<file path="src/hdl/asps_pkg.sv">
// Shared types, widths and constants of the asinh pixel stretch core.
// Also holds the elaboration-time builder of the base-2 logarithm table.
// Depends on nothing.
package asps_pkg;

	localparam int PIXEL_BITS_DEF     = 16;
	localparam int LOG_TABLE_BITS_DEF = 10;

	// Register widths.
	localparam int BP_W    = 16;
	localparam int Q_W     = 15;
	localparam int ALPHA_W = 17;
	localparam int GAIN_W  = 15;

	// Configuration port.
	localparam int CFG_IDX_W  = 2;
	localparam int CFG_DATA_W = 17;

	// Reset values of the registers.
	localparam logic [BP_W-1:0]    BP_RESET    = 16'd0;
	localparam logic [Q_W-1:0]     Q_RESET     = 15'd2048;
	localparam logic [ALPHA_W-1:0] ALPHA_RESET = 17'd3277;
	localparam logic [GAIN_W-1:0]  GAIN_RESET  = 15'd4096;

	// Black point scale divisor (code/65535).
	localparam logic [BP_W:0] BP_SCALE = 17'd65535;

	// Datapath widths.
	localparam int X_W     = 17;  // normalised level, Q16, at most 1.0
	localparam int XPROD_W = 32;  // softening_q * x
	localparam int T_W     = 39;  // t, Q16.16
	localparam int T_SMALL = 24;  // t below 2^24 takes the square-root path
	localparam int ROOT_W  = 25;  // isqrt(t*t + 2^32)
	localparam int S_W     = 40;  // s, Q16.16
	localparam int LG_W    = 17;  // table entry, Q16
	localparam int IP_W    = 5;   // integer part of the logarithm
	localparam int L_W     = 21;  // logarithm, Q16
	localparam int LPROD_W = 36;  // logarithm * final_gain
	localparam int R_W     = 29;  // ratio, Q3.26
	localparam int R_FRAC  = 26;

	localparam logic [R_W-1:0] R_ONE = R_W'(1) << R_FRAC;

	typedef enum logic [CFG_IDX_W-1:0] {
		REG_BLACK_POINT = 2'd0,
		REG_SOFTENING_Q = 2'd1,
		REG_NOISE_FLOOR = 2'd2,
		REG_FINAL_GAIN  = 2'd3
	} asps_reg_t;

	typedef enum logic [1:0] {
		CAL_LOAD,
		CAL_DIV,
		CAL_SEND,
		CAL_RUN
	} asps_state_t;

	// Flags that travel with each item down the pipeline.
	typedef struct packed {
		logic cal;   // calibration token: computes the log of the maximum
		logic zero;  // result forced to zero (at or below the black point)
	} asps_flags_t;

	// Control from the configuration block to the pipeline entry.
	typedef struct packed {
		logic run;     // pixels may be taken
		logic inject;  // a calibration token is waiting to enter
	} asps_ctl_t;

	// One entry of log2(1 + i/2^tb) in Q16, by repeated squaring in Q2.30.
	function automatic logic [LG_W-1:0] lg_entry(int unsigned i, int unsigned tb);
		longint unsigned y;
		logic [LG_W-1:0] r;
		y = (longint'(1) << 30) + (longint'(i) << (30 - tb));
		r = '0;
		if (i >= (32'd1 << tb)) begin
			r = LG_W'(32'd65536);
		end else begin
			for (int k = 0; k < 16; k++) begin
				y = (y * y) >> 30;
				r = LG_W'({r, 1'b0});
				if (y >= (longint'(1) << 31)) begin
					r[0] = 1'b1;
					y = y >> 1;
				end
			end
		end
		return r;
	endfunction

endpackage

</file>
<file path="src/hdl/asps_sqrt_pipe.sv">
// Pipelined integer square root, one result bit per register stage.
// Floor of the root of a 2*RW bit operand. Depends on asps_pkg.
module asps_sqrt_pipe #(
	parameter int RW = 25,
	parameter int TW = 2
) (
	input  logic            clk,
	input  logic            arst_n,
	input  logic            en,
	input  logic            in_valid,
	input  logic [2*RW-1:0] in_n,
	input  logic [TW-1:0]   in_tag,
	output logic            out_valid,
	output logic [RW-1:0]   out_root,
	output logic [TW-1:0]   out_tag
);
	import asps_pkg::*;

	logic            v_s    [RW];
	logic [RW+1:0]   rem_s  [RW];
	logic [RW-1:0]   root_s [RW];
	logic [2*RW-1:0] n_s    [RW];
	logic [TW-1:0]   tag_s  [RW];

	for (genvar k = 0; k < RW; k++) begin : g_stage
		logic            pv;
		logic [RW+1:0]   prem;
		logic [RW-1:0]   proot;
		logic [2*RW-1:0] pn;
		logic [TW-1:0]   ptag;
		logic [RW+1:0]   remsh;
		logic [RW+1:0]   trial;
		logic            ge;

		if (k == 0) begin : g_first
			assign pv    = in_valid;
			assign prem  = '0;
			assign proot = '0;
			assign pn    = in_n;
			assign ptag  = in_tag;
		end else begin : g_next
			assign pv    = v_s[k-1];
			assign prem  = rem_s[k-1];
			assign proot = root_s[k-1];
			assign pn    = n_s[k-1];
			assign ptag  = tag_s[k-1];
		end

		// Bring down the next pair of operand bits and try root*4+1.
		assign remsh = (RW+2)'({prem, pn[2*(RW-1-k)+1], pn[2*(RW-1-k)]});
		assign trial = {proot, 2'b01};
		assign ge    = remsh >= trial;

		always_ff @(posedge clk or negedge arst_n) begin
			if (!arst_n) begin
				v_s[k] <= 1'b0;
			end else if (en) begin
				v_s[k] <= pv;
			end
		end

		always_ff @(posedge clk) begin
			if (en) begin
				rem_s[k]  <= ge ? remsh - trial : remsh;
				root_s[k] <= RW'({proot, ge});
				n_s[k]    <= pn;
				tag_s[k]  <= ptag;
			end
		end
	end

	assign out_valid = v_s[RW-1];
	assign out_root  = root_s[RW-1];
	assign out_tag   = tag_s[RW-1];

endmodule

</file>
<file path="config.mk">
export PLATFORM = sky130hd
export DESIGN_NAME = asps_sqrt_pipe
export DESIGN_NICKNAME = d
export VERILOG_FILES = /design/src/hdl/asps_pkg.sv /design/src/hdl/asps_sqrt_pipe.sv
export SDC_FILE = /design/constraint.sdc
export NUM_CORES = 2
export LEC_CHECK = 0
export BUFFER_PORTS_ARGS = -buffer_cell sky130_fd_sc_hd__buf_2
export CAP_MARGIN = 20
export CORE_UTILIZATION = 40
export CTS_CLUSTER_SIZE = 40
export DETAILED_ROUTE_END_ITERATION = 7
export GPL_ROUTABILITY_DRIVEN = 0
export PLACE_DENSITY = 0.61
export SYNTH_ARGS = -nofsm -noshare
export SYNTH_HDL_FRONTEND = slang
export SYNTH_SLANG_ARGS = --single-unit
</file>
<file path="constraint.sdc">
create_clock -name clk -period 8.6 [get_ports clk]
set_clock_uncertainty 0.15 [all_clocks]
set_input_delay 1.72 -clock clk [delete_from_list [all_inputs] [get_ports clk]]
set_output_delay 1.72 -clock clk [all_outputs]
set_load 0.01 [all_outputs]
</file>
==> impl_metrics.json <==
{
  "viasPerCell": 5.061,
  "fmax_mhz": 252.2,
  "netlist_instances": 5328,
  "die_w_um": 423.9,
  "path_buf_inv": 0,
  "crit_slowest_cell": "a31o_2",
  "drc": 6,
  "synthTopCellsByArea": "edfxtp_1, ha_1, xor2_1",
  "finalInstanceArea_um2": 80160,
  "cts_buffers": 169,
  "io_buffers": 83,
  "netlist_area_um2": 71180,
  "grt_overflow": 0,
  "post-place-ws_ns": 4.681,
  "core_area_um2": 176500,
  "outcome": "finished, violations left",
  "dp_cells": 7690,
  "dpl-instance-area_um2": 74540,
  "final-instance-count-excl-fill": 8002,
  "dp.final_hpwl_um": 86180,
  "worst_slew_pin_slew_ns": 1.120,
  "fin_util_pct": 45.42,
  "layout-drive-gt1-share_pct": 8.990,
  "maxCapViolCount": 0,
  "grt_max_degree": 212,
  "cts.clk_slew.worst_paths_ns": 0.06,
  "path_class": "flop to flop",
  "synthArstFlopShare_pct": 1.595,
  "syn_nets": 5735,
  "cts_root_buffer": "clkbuf_16",
  "r2r_slack_ns": 4.64,
  "groute.layer.met1.usage_pct": 19.43,
  "synth_cell_type_count": 86,
  "drtAntennaViolNets": 0,
  "cp_common_cell": "a31oi_1",
  "critPathMaxStageDelay_ns": 0.77,
  "crit_family": "compound AO/OA/AOI/OAI gates",
  "irDropWorstVdd_mv": 0.1845,
  "cts_resized": 0,
  "diodes": 0,
  "final.setup.tns_ns": 0,
  "power.density_nw_per_um2": 265.1,
  "clock-sinks": 1567,
  "ys_seq_area_share_pct": 65.93,
  "hold_class": "flop to flop",
  "antenna_found_initial": 0,
  "die_area_um2": 179600,
  "grtUsageMet2_pct": 21.14,
  "wire_per_inst_um": 15.68,
  "layout_min_cycle_time_ns": 3.965,
  "grt_pass1_vias": 39260,
  "area_growth_pct": 12.61,
  "layout_setup_ws_ns": 4.635,
  "grt-busiest-layer": "met2",
  "drtPass1Iterations": 8,
  "die_h_um": 423.9,
  "cts-htree-levels": 4,
  "hold_viol_final": 0,
  "synth.largest_area_cell": "edfxtp_1",
  "synth_edf_count": 1542,
  "cts_setup_buffers": 0,
  "cp_data_required_time_ns": 8.98,
  "synth-seq-cells": 1567,
  "violations": "DRC",
  "setup_viol": 0,
  "worstPathMaxFanout": 41,
  "synth_top_cell_area_share_pct": 65.05,
  "first_iter_violations": 2776,
  "globalRouteMet3Util_pct": 2.792,
  "tritoncts": "built",
  "synth_top_flop_cell": "edfxtp_1",
  "clk_latency_ns": 0.80,
  "wl_um": 125500,
  "num_vias": 40495,
  "cp-start-kind": "flop",
  "rows": 154,
  "critPathArrivalTime_ns": 4.34,
  "final.period_utilization_pct": 46.10,
  "leakage_nw": 30.73,
  "synth.avg_cell_area_um2": 13.36,
  "rsz0062_at_grt": "false",
  "final_nets": 5928,
  "cts_hold_buf": 0,
  "clock_path_buffers": 3,
  "yosysWarnings": 0,
  "maxSlewViolCount": 0,
  "final_common_cell": "edfxtp_1",
  "path_cells": "ha_1, o211ai_1, a2111o_1, a31oi_1, a31oi_1, o21ai_0, a21o_1, a31o_2, mux2_2",
  "initial_core_util_pct": 40.33,
  "max_slew_margin_pct": 25.35,
  "grt_usage_pct": 13.82,
  "grt_pass1_wl_um": 202700,
  "final_cell_mix": "edfxtp_1, inv_1, ha_1, nand2_1, nor2_1",
  "io-pin-count": 84,
  "cp-end-kind": "flop"
}
cells in the mapped netlist (7+ instances only):
master and count:
o22ai_1 7, or2_2 21, or3_1 56, a211oi_1 19
and3_1 27, nand4_1 61, nand2b_1 66, nand2_1 337
o21bai_1 20, nor3_1 136, nor2_1 325, clkbuf_1 73
dfrtp_1 25, a21o_1 131, mux2_2 92, a31oi_1 26
and2_1 21, edfxtp_1 1542, o21a_1 67, mux2i_1 7
a211o_1 11, nand3_1 75, a21oi_1 307, inv_1 434
buf_1 9, xnor2_1 209, nor3b_1 7, nor2b_1 54
o31a_1 8, o21ai_0 254, o211ai_1 15, a31o_2 10
or4_1 30, ha_1 351, a2111oi_0 9, o31ai_1 39
nor4_1 81, o41ai_1 12, xor2_1 229, a311oi_1 7
a21boi_0 18
power breakdown:
group | internal (mW) | switching, mW
clock network | 4.34 | 2.93
registers | 9.63 | 0.575
logic | 1.65 | 2.12
total | 15.6 | 5.63
worst paths after layout:
check	startpoint	endpoint	cells after the start
worst min-delay path	n_s[1][77]	n_s[1][127]	0
worst max-delay path	rem_s[2][163]	rem_s[2][193]	9
worst max register to register	rem_s[2][163]	rem_s[2][193]	9
min in group asynchronous	arst_n	g_stage[1].pv	1
worst min register to register	n_s[1][77]	n_s[1][127]	0
max in group asynchronous	arst_n	g_stage[10].pv	1
flip-flops by register name (all words and copies together) (netlist names):
name / cells
root_s: 325
tag_s: 50
rem_s: 567
n_s: 600
out_valid: 1
g_stage.pv: 24
layer usage:
metal  up-vias  share of wire, %  wire, um
li1      20187                 -         -
met1     19175                48     60810
met2       891                44     54790
met3       242               4.9      6126
met4         0               3.0      3740
met5         -                 0         0
logic make-up (layout without fill, tap and decap cells):
logic type / count (synthesis) / in the layout / synth area share [%]
fa+ha+maj: 351 / 351 / 6.170
simple gates: 1332 / 1332 / 9.244
xor+xnor: 438 / 438 / 5.389
other cells: 1 / 1 / 0.005268
mux: 99 / 99 / 1.554
compound gates: 1015 / 1015 / 8.920
buf+inv: 525 / 859 / 2.789
flops: 1567 / 1567 / 65.93
final cells by class:
type / count / area (um^2)
clock inverter: 109 / 1207
inverter: 436 / 1637
sequential: 1567 / 46930
timing repair buffer: 111 / 732.0
fill: 15673 / 96340
tap: 2340 / 2928
clock buffer: 203 / 4419
multi-input combinational: 3236 / 22310
per-stage QoR:
stage	power [mW]	hold slack [ns]
global placement	14.02	0.2503
floorplan	12.99	0.2503
CTS	21.51	0.2311
detailed placement	14.09	0.2545
global route	22.35	0.2332
finish	21.25	0.2375
Note: power is estimated with default switching activity, not from simulation.
