`src/hdl/asps_pkg.sv`:
```
// Shared types, widths and constants of the asinh pixel stretch core.
// Also holds the elaboration-time builder of the base-2 logarithm table.
// Depends on nothing.
package asps_pkg;

	localparam int PIXEL_BITS_DEF     = 16;
	localparam int LOG_TABLE_BITS_DEF = 10;

	// Register widths.
	localparam int BP_W    = 16;
	localparam int Q_W     = 15;
	localparam int ALPHA_W = 17;
	localparam int GAIN_W  = 15;

	// Configuration port.
	localparam int CFG_IDX_W  = 2;
	localparam int CFG_DATA_W = 17;

	// Reset values of the registers.
	localparam logic [BP_W-1:0]    BP_RESET    = 16'd0;
	localparam logic [Q_W-1:0]     Q_RESET     = 15'd2048;
	localparam logic [ALPHA_W-1:0] ALPHA_RESET = 17'd3277;
	localparam logic [GAIN_W-1:0]  GAIN_RESET  = 15'd4096;

	// Black point scale divisor (code/65535).
	localparam logic [BP_W:0] BP_SCALE = 17'd65535;

	// Datapath widths.
	localparam int X_W     = 17;  // normalised level, Q16, at most 1.0
	localparam int XPROD_W = 32;  // softening_q * x
	localparam int T_W     = 39;  // t, Q16.16
	localparam int T_SMALL = 24;  // t below 2^24 takes the square-root path
	localparam int ROOT_W  = 25;  // isqrt(t*t + 2^32)
	localparam int S_W     = 40;  // s, Q16.16
	localparam int LG_W    = 17;  // table entry, Q16
	localparam int IP_W    = 5;   // integer part of the logarithm
	localparam int L_W     = 21;  // logarithm, Q16
	localparam int LPROD_W = 36;  // logarithm * final_gain
	localparam int R_W     = 29;  // ratio, Q3.26
	localparam int R_FRAC  = 26;

	localparam logic [R_W-1:0] R_ONE = R_W'(1) << R_FRAC;

	typedef enum logic [CFG_IDX_W-1:0] {
		REG_BLACK_POINT = 2'd0,
		REG_SOFTENING_Q = 2'd1,
		REG_NOISE_FLOOR = 2'd2,
		REG_FINAL_GAIN  = 2'd3
	} asps_reg_t;

	typedef enum logic [1:0] {
		CAL_LOAD,
		CAL_DIV,
		CAL_SEND,
		CAL_RUN
	} asps_state_t;

	// Flags that travel with each item down the pipeline.
	typedef struct packed {
		logic cal;   // calibration token: computes the log of the maximum
		logic zero;  // result forced to zero (at or below the black point)
	} asps_flags_t;

	// Control from the configuration block to the pipeline entry.
	typedef struct packed {
		logic run;     // pixels may be taken
		logic inject;  // a calibration token is waiting to enter
	} asps_ctl_t;

	// One entry of log2(1 + i/2^tb) in Q16, by repeated squaring in Q2.30.
	function automatic logic [LG_W-1:0] lg_entry(int unsigned i, int unsigned tb);
		longint unsigned y;
		logic [LG_W-1:0] r;
		y = (longint'(1) << 30) + (longint'(i) << (30 - tb));
		r = '0;
		if (i >= (32'd1 << tb)) begin
			r = LG_W'(32'd65536);
		end else begin
			for (int k = 0; k < 16; k++) begin
				y = (y * y) >> 30;
				r = LG_W'({r, 1'b0});
				if (y >= (longint'(1) << 31)) begin
					r[0] = 1'b1;
					y = y >> 1;
				end
			end
		end
		return r;
	endfunction

endpackage

```
`src/hdl/asps_cfg.sv`:
```
// Configuration registers and calibration sequencer: scales the black point
// with a constant multiply and then issues a calibration token. Uses asps_pkg.
module asps_cfg #(
	parameter int PIXEL_BITS = asps_pkg::PIXEL_BITS_DEF
) (
	input  logic                          clk,
	input  logic                          arst_n,
	input  logic                          cfg_we,
	input  logic [asps_pkg::CFG_IDX_W-1:0]  cfg_index,
	input  logic [asps_pkg::CFG_DATA_W-1:0] cfg_data,
	input  logic                          en,
	output logic [PIXEL_BITS-1:0]         bpp,
	output logic [asps_pkg::Q_W-1:0]      softening_q,
	output logic [asps_pkg::ALPHA_W-1:0]  alpha,
	output logic [asps_pkg::GAIN_W-1:0]   final_gain,
	output asps_pkg::asps_ctl_t           ctl
);
	import asps_pkg::*;

	localparam int P = PIXEL_BITS;
	// 2^P = BP_SCALE * PwrQuo + PwrRem, so black_point * (2^P - 1) / BP_SCALE is
	// black_point * PwrQuo plus the floor of black_point * (PwrRem - 1) / BP_SCALE.
	localparam longint unsigned PwrQuo = (64'd1 << P) / 64'(BP_SCALE);
	localparam longint unsigned PwrRem = (64'd1 << P) % 64'(BP_SCALE);

	logic [BP_W-1:0]    bp_q;
	logic [Q_W-1:0]     q_q;
	logic [ALPHA_W-1:0] nf_q;
	logic [GAIN_W-1:0]  gain_q;

	asps_state_t        state_q, state_d;
	logic [P-1:0]       whole_q;
	logic [31:0]        part_q;
	logic [P-1:0]       bpp_q;

	logic [32:0]        part_sum;

	always_ff @(posedge clk or negedge arst_n) begin
		if (!arst_n) begin
			bp_q   <= BP_RESET;
			q_q    <= Q_RESET;
			nf_q   <= ALPHA_RESET;
			gain_q <= GAIN_RESET;
		end else if (cfg_we) begin
			unique case (asps_reg_t'(cfg_index))
				REG_BLACK_POINT: bp_q   <= cfg_data[BP_W-1:0];
				REG_SOFTENING_Q: q_q    <= cfg_data[Q_W-1:0];
				REG_NOISE_FLOOR: nf_q   <= cfg_data[ALPHA_W-1:0];
				REG_FINAL_GAIN:  gain_q <= cfg_data[GAIN_W-1:0];
			endcase
		end
	end

	// Division by 2^16 - 1 of a value below 2^32: add the upper half back in,
	// plus one, and keep the upper half of the sum.
	assign part_sum = 33'(part_q) + 33'(part_q >> 16) + 33'd1;

	always_comb begin
		state_d = state_q;
		unique case (state_q)
			CAL_LOAD: state_d = CAL_DIV;
			CAL_DIV:  state_d = CAL_SEND;
			CAL_SEND: if (en) state_d = CAL_RUN;
			CAL_RUN:  state_d = CAL_RUN;
		endcase
		if (cfg_we) begin
			state_d = CAL_LOAD;
		end
	end

	always_ff @(posedge clk or negedge arst_n) begin
		if (!arst_n) begin
			state_q <= CAL_LOAD;
		end else begin
			state_q <= state_d;
		end
	end

	// The two products are taken in the load cycle and summed in the next one.
	always_ff @(posedge clk) begin
		if (state_q == CAL_LOAD) begin
			whole_q <= P'(64'(bp_q) * PwrQuo);
			part_q  <= 32'(64'(bp_q) * (PwrRem - 64'd1));
		end else if (state_q == CAL_DIV) begin
			bpp_q   <= whole_q + P'(part_sum[32:16]);
		end
	end

	assign bpp         = bpp_q;
	assign softening_q = q_q;
	assign alpha       = (nf_q == '0) ? ALPHA_W'(1) : nf_q;
	assign final_gain  = gain_q;
	assign ctl.run     = state_q == CAL_RUN;
	assign ctl.inject  = state_q == CAL_SEND;

endmodule

```
`config.mk`:
```
export PLATFORM = sky130hd
export DESIGN_NAME = asps_cfg
export DESIGN_NICKNAME = d
export VERILOG_FILES = /design/src/hdl/asps_pkg.sv /design/src/hdl/asps_cfg.sv
export SDC_FILE = /design/constraint.sdc
export NUM_CORES = 1
export LEC_CHECK = 0
export BUFFER_PORTS_ARGS = -buffer_cell sky130_fd_sc_hd__buf_2
export CAP_MARGIN = 20
export CORE_UTILIZATION = 40
export CTS_BUF_LIST = sky130_fd_sc_hd__clkbuf_4 sky130_fd_sc_hd__clkbuf_8
export DETAILED_ROUTE_END_ITERATION = 12
export HOLD_SLACK_MARGIN = 0.15
export PLACE_DENSITY = 0.68
export SLEW_MARGIN = 20
export SYNTH_ARGS = -nofsm -noshare
export SYNTH_HDL_FRONTEND = slang
export SYNTH_SLANG_ARGS = --single-unit
```
`constraint.sdc`:
```
create_clock -name clk -period 1.7 [get_ports clk]
set_input_delay 0.34 -clock clk [delete_from_list [all_inputs] [get_ports clk]]
set_output_delay 0.34 -clock clk [all_outputs]
set_load 0.01 [all_outputs]
```
==> summary.txt <==
Run status
  – Status: finished, violations left
  – Failing checks: setup timing

Setup path
  – Setup crit start kind: flip-flop
  – Cell family with most CP delay: flip-flops
  – R2r startpoint: state_q[0]$_DFFE_PN0P_
  – CP Capture Type: output pin
  – Worst Reg-to-Reg Cells: 2
  – WP data required: 1.36 ns
  – Reg-to-reg setup timing slack: 0.57 ns
  – Slowest cell on crit path: dfrtp_1
  – Slowest stage delay, CP: 0.43 ns
  – CP Buf/Inv Count: 1
  – R2r endpoint: bpp[13]$_DFFE_PP_
  – Crit-path cells: nor4_4 > a41o_1 > buf_2
  – Critical path arrival: 1.38 ns
  – CP max FO: 3
  – WS Path Type: reg2out

Placed design
  – DP Worst Slack: 0.137 ns
  – PortBufs: 87
  – Placed insts: 375
  – DP HPWL: 4.40 mm
  – Final Wtd Congestion: 0.725

Final layout
  – P&R area growth vs syn: 21.2%
  – Number of nets in the layout: 302
  – Antenna Cells: 0
  – Share of layout cells above drive strength 1: 65.5%
  – Non-filler instance count after layout: 392

Die
  – Die H: 96.9 um
  – Die Width: 96.9 um
  – Initial Util: 41.3%
  – FP Rows: 34
  – Core Region: 8720 sq um
  – Full die area: 9400 sq um
  – I/O pin cnt: 88

CTS
  – TritonCTS Buffers: 9
  – Clock Latency Late Sink: 0.34 ns
  – CTS H-tree depth: 3
  – Clock sinks: 97
  – Clock root buffer: clkbuf_8
  – Clk buf depth: 2
  – Clock transition at path regs: 0.09 ns
  – CTS tree: done

Logic synthesis
  – Compound-cell area share of the yosys netlist: 0.486%
  – Post-synthesis mux area share: 20.7%
  – Post-Synthesis Cells: 197
  – Seq/Total Area, Yosys: 72.1%
  – Warnings, synthesis: 0
  – Distinct cells, synth: 19
  – Synth Area in XOR/XNOR: 0%
  – Synth Area in Simple Gates: 3.33%
  – Main flop type after synthesis: dfrtp_1
  – Adder-cell share of the synthesized area: 0%
  – Synth top area cells: dfrtp_1 (39%), edfxtp_1 (27%), mux2_2 (17%), dfstp_2 (6.6%), mux2_4 (4.2%)
  – Post-Syn Nets: 220
  – Number of synthesized flops with an enable pin: 32
  – Async set or reset register ratio after synthesis: 67.0%
  – Largest family of logic cells by synthesized area: multiplexers
  – Leading area contributor after synthesis: dfrtp_1
  – Post-Syn Area: 3600 sq um
  – Yosys top cell area share: 38.9%
  – Most common cell in the netlist: dfrtp_1
  – Post-synth top cells: dfrtp_1 (56), mux2_2 (53), edfxtp_1 (32)
  – Synth Area per Inst: 18.3 sq um
  – Number of storage elements in the synthesis netlist: 97

Global route
  – First-pass GRT wire length: 10.3 mm
  – Initial antenna violation count: 0
  – Gr ovfl total: 0
  – Largest net degree at the start of global routing: 66
  – GR Util All Layers: 14.2%
  – Vias in the first global route: 1,934

Timing
  – F_max: 580 MHz
  – Fin crit period: 1.72 ns
  – RSZ-0062 raised after global routing: yes
  – Final Max Slew Viols: 0
  – Slew headroom: 70.9%
  – Slew at the pin closest to its max-slew limit: 0.437 ns
  – Final WS setup: -0.0244 ns
  – Clock Skews: 0.00683 ns
  – Final setup viols: 1
  – Final Hold Vio Count: 0
  – Final period utilization: 101%

Route
  – WL per Instance: 16.0 um
  – DR pass1 iterations: 4
  – Iter 0 DRT Violations: 51
  – Post-route antenna net violation count: 0
  – Vias post-DR: 1,838
  – Final wirelength: 6.26 mm
  – Drc violations: 0
  – Vias per inst: 4.69

Worst hold path
  – WHS Path Cells: 2
  – Hold Startpoint: cfg_data[16]
  – Worst Hold Endpoint: nf_q[16]$_DFFE_PN0P_
  – Worst min path class: in2reg

Pwr
  – Pleak: 1.92 nW
  – Max IR drop VDD: 616 uV
  – PwrDens: 1260 nW/um^2

Job
  – Maxcap violations: 0
area by class of cell:
class	count	area, sq um
repair buffers	92	500
flip-flops and latches	97	2600
well taps	108	135
fillers	729	4350
inverters	1	3.75
clock buffers	10	138
clock inverters	6	66.3
multi-input cells	78	927
worst max-delay path by stage:
stage | startpoint | end | slack [ns] | depth (start not counted)
floorplan | state_q[1]$_DFFE_PN0P_ | bpp[0]$_DFFE_PP_ | 0.14 | 1
global placement | nf_q[9]$_DFFE_PN0P_ | alpha[0] | 0.12 | 3
detailed placement | nf_q[9]$_DFFE_PN0P_ | alpha[0] | 0.14 | 3
CTS | nf_q[8]$_DFFE_PN0P_ | alpha[0] | -0.07 | 3
global route | nf_q[1]$_DFFE_PN0P_ | alpha[0] | -0.1 | 3
finish | nf_q[1]$_DFFE_PN0P_ | alpha[0] | -0.02 | 3
where the power goes:
part           total [mW]  switching, mW  internal, mW
registers            3.10          0.215          2.89
clock network        1.50          0.774         0.723
logic               0.903          0.427         0.475
total                5.50           1.42          4.09
state kept, by name (all words and copies together) (netlist names):
| register | count |
|---|---|
| bpp | 16 |
| state_q | 2 |
| nf_q | 17 |
| final_gain | 15 |
| bp_q | 16 |
| softening_q | 15 |
| whole_q | 16 |
logic make-up after synthesis:
logic type             count (synthesis)
and+or+nand+nor                       13
muxes                                 63
AOI/OAI and AO/OA                      2
DFF                                   97
buffers and inverters                 22
what timing repair did:
| item | CTS | global route |
|---|---|---|
| pin swaps | 3 | 1 |
| gates resized for setup | 5 | 1 |
| gates cloned | 0 | 0 |
| setup endpoints to repair | 1 | 1 |
| hold buffers | 1 | 0 |
| hold endpoints to repair | 56 | 0 |
| setup buffers | 0 | 0 |
layer usage:
metal,global-route usage (%),part of all wire (%),vias up
met3,3.54,4.2,8
met1,19.1,46,919
met2,22.1,48,45
li1,-,-,866
met5,0,0,-
met4,6.20,1.8,0
through the flow:
stage               hold slack [ns]  power [mW]  util [%]  setup TNS [ns]  instance area, sq um
global placement              0.376        4.00      47.2               0                  4110
finish                        0.216        5.50      50.1         -0.0244                  4370
floorplan                    0.0444        3.63         -               0                  3600
CTS                           0.197        5.57      50.0         -0.0727                  4360
detailed placement            0.381        4.04      47.2               0                  4110
global route                  0.211        5.76      50.1         -0.0971                  4370
layout by cell type, fill, tap and decap left out, drive strengths merged:
master | Yosys | layout
a41o | 1 | 1
dfrtp | 56 | 56
a211oi | 1 | 1
nor2 | 2 | 2
dfstp | 9 | 9
bufinv | 0 | 1
edfxtp | 32 | 32
inv | 1 | 2
nor3b | 1 | 1
clkbuf | 16 | 10
clkinv | 0 | 2
nand3b | 2 | 2
nor4 | 4 | 4
and2 | 1 | 1
clkinvlp | 0 | 2
buf | 5 | 91
mux2 | 63 | 63
nand3 | 1 | 1
nor2b | 2 | 2
dlygate4sd3 | 0 | 1
(Power assumes the default switching activity.)
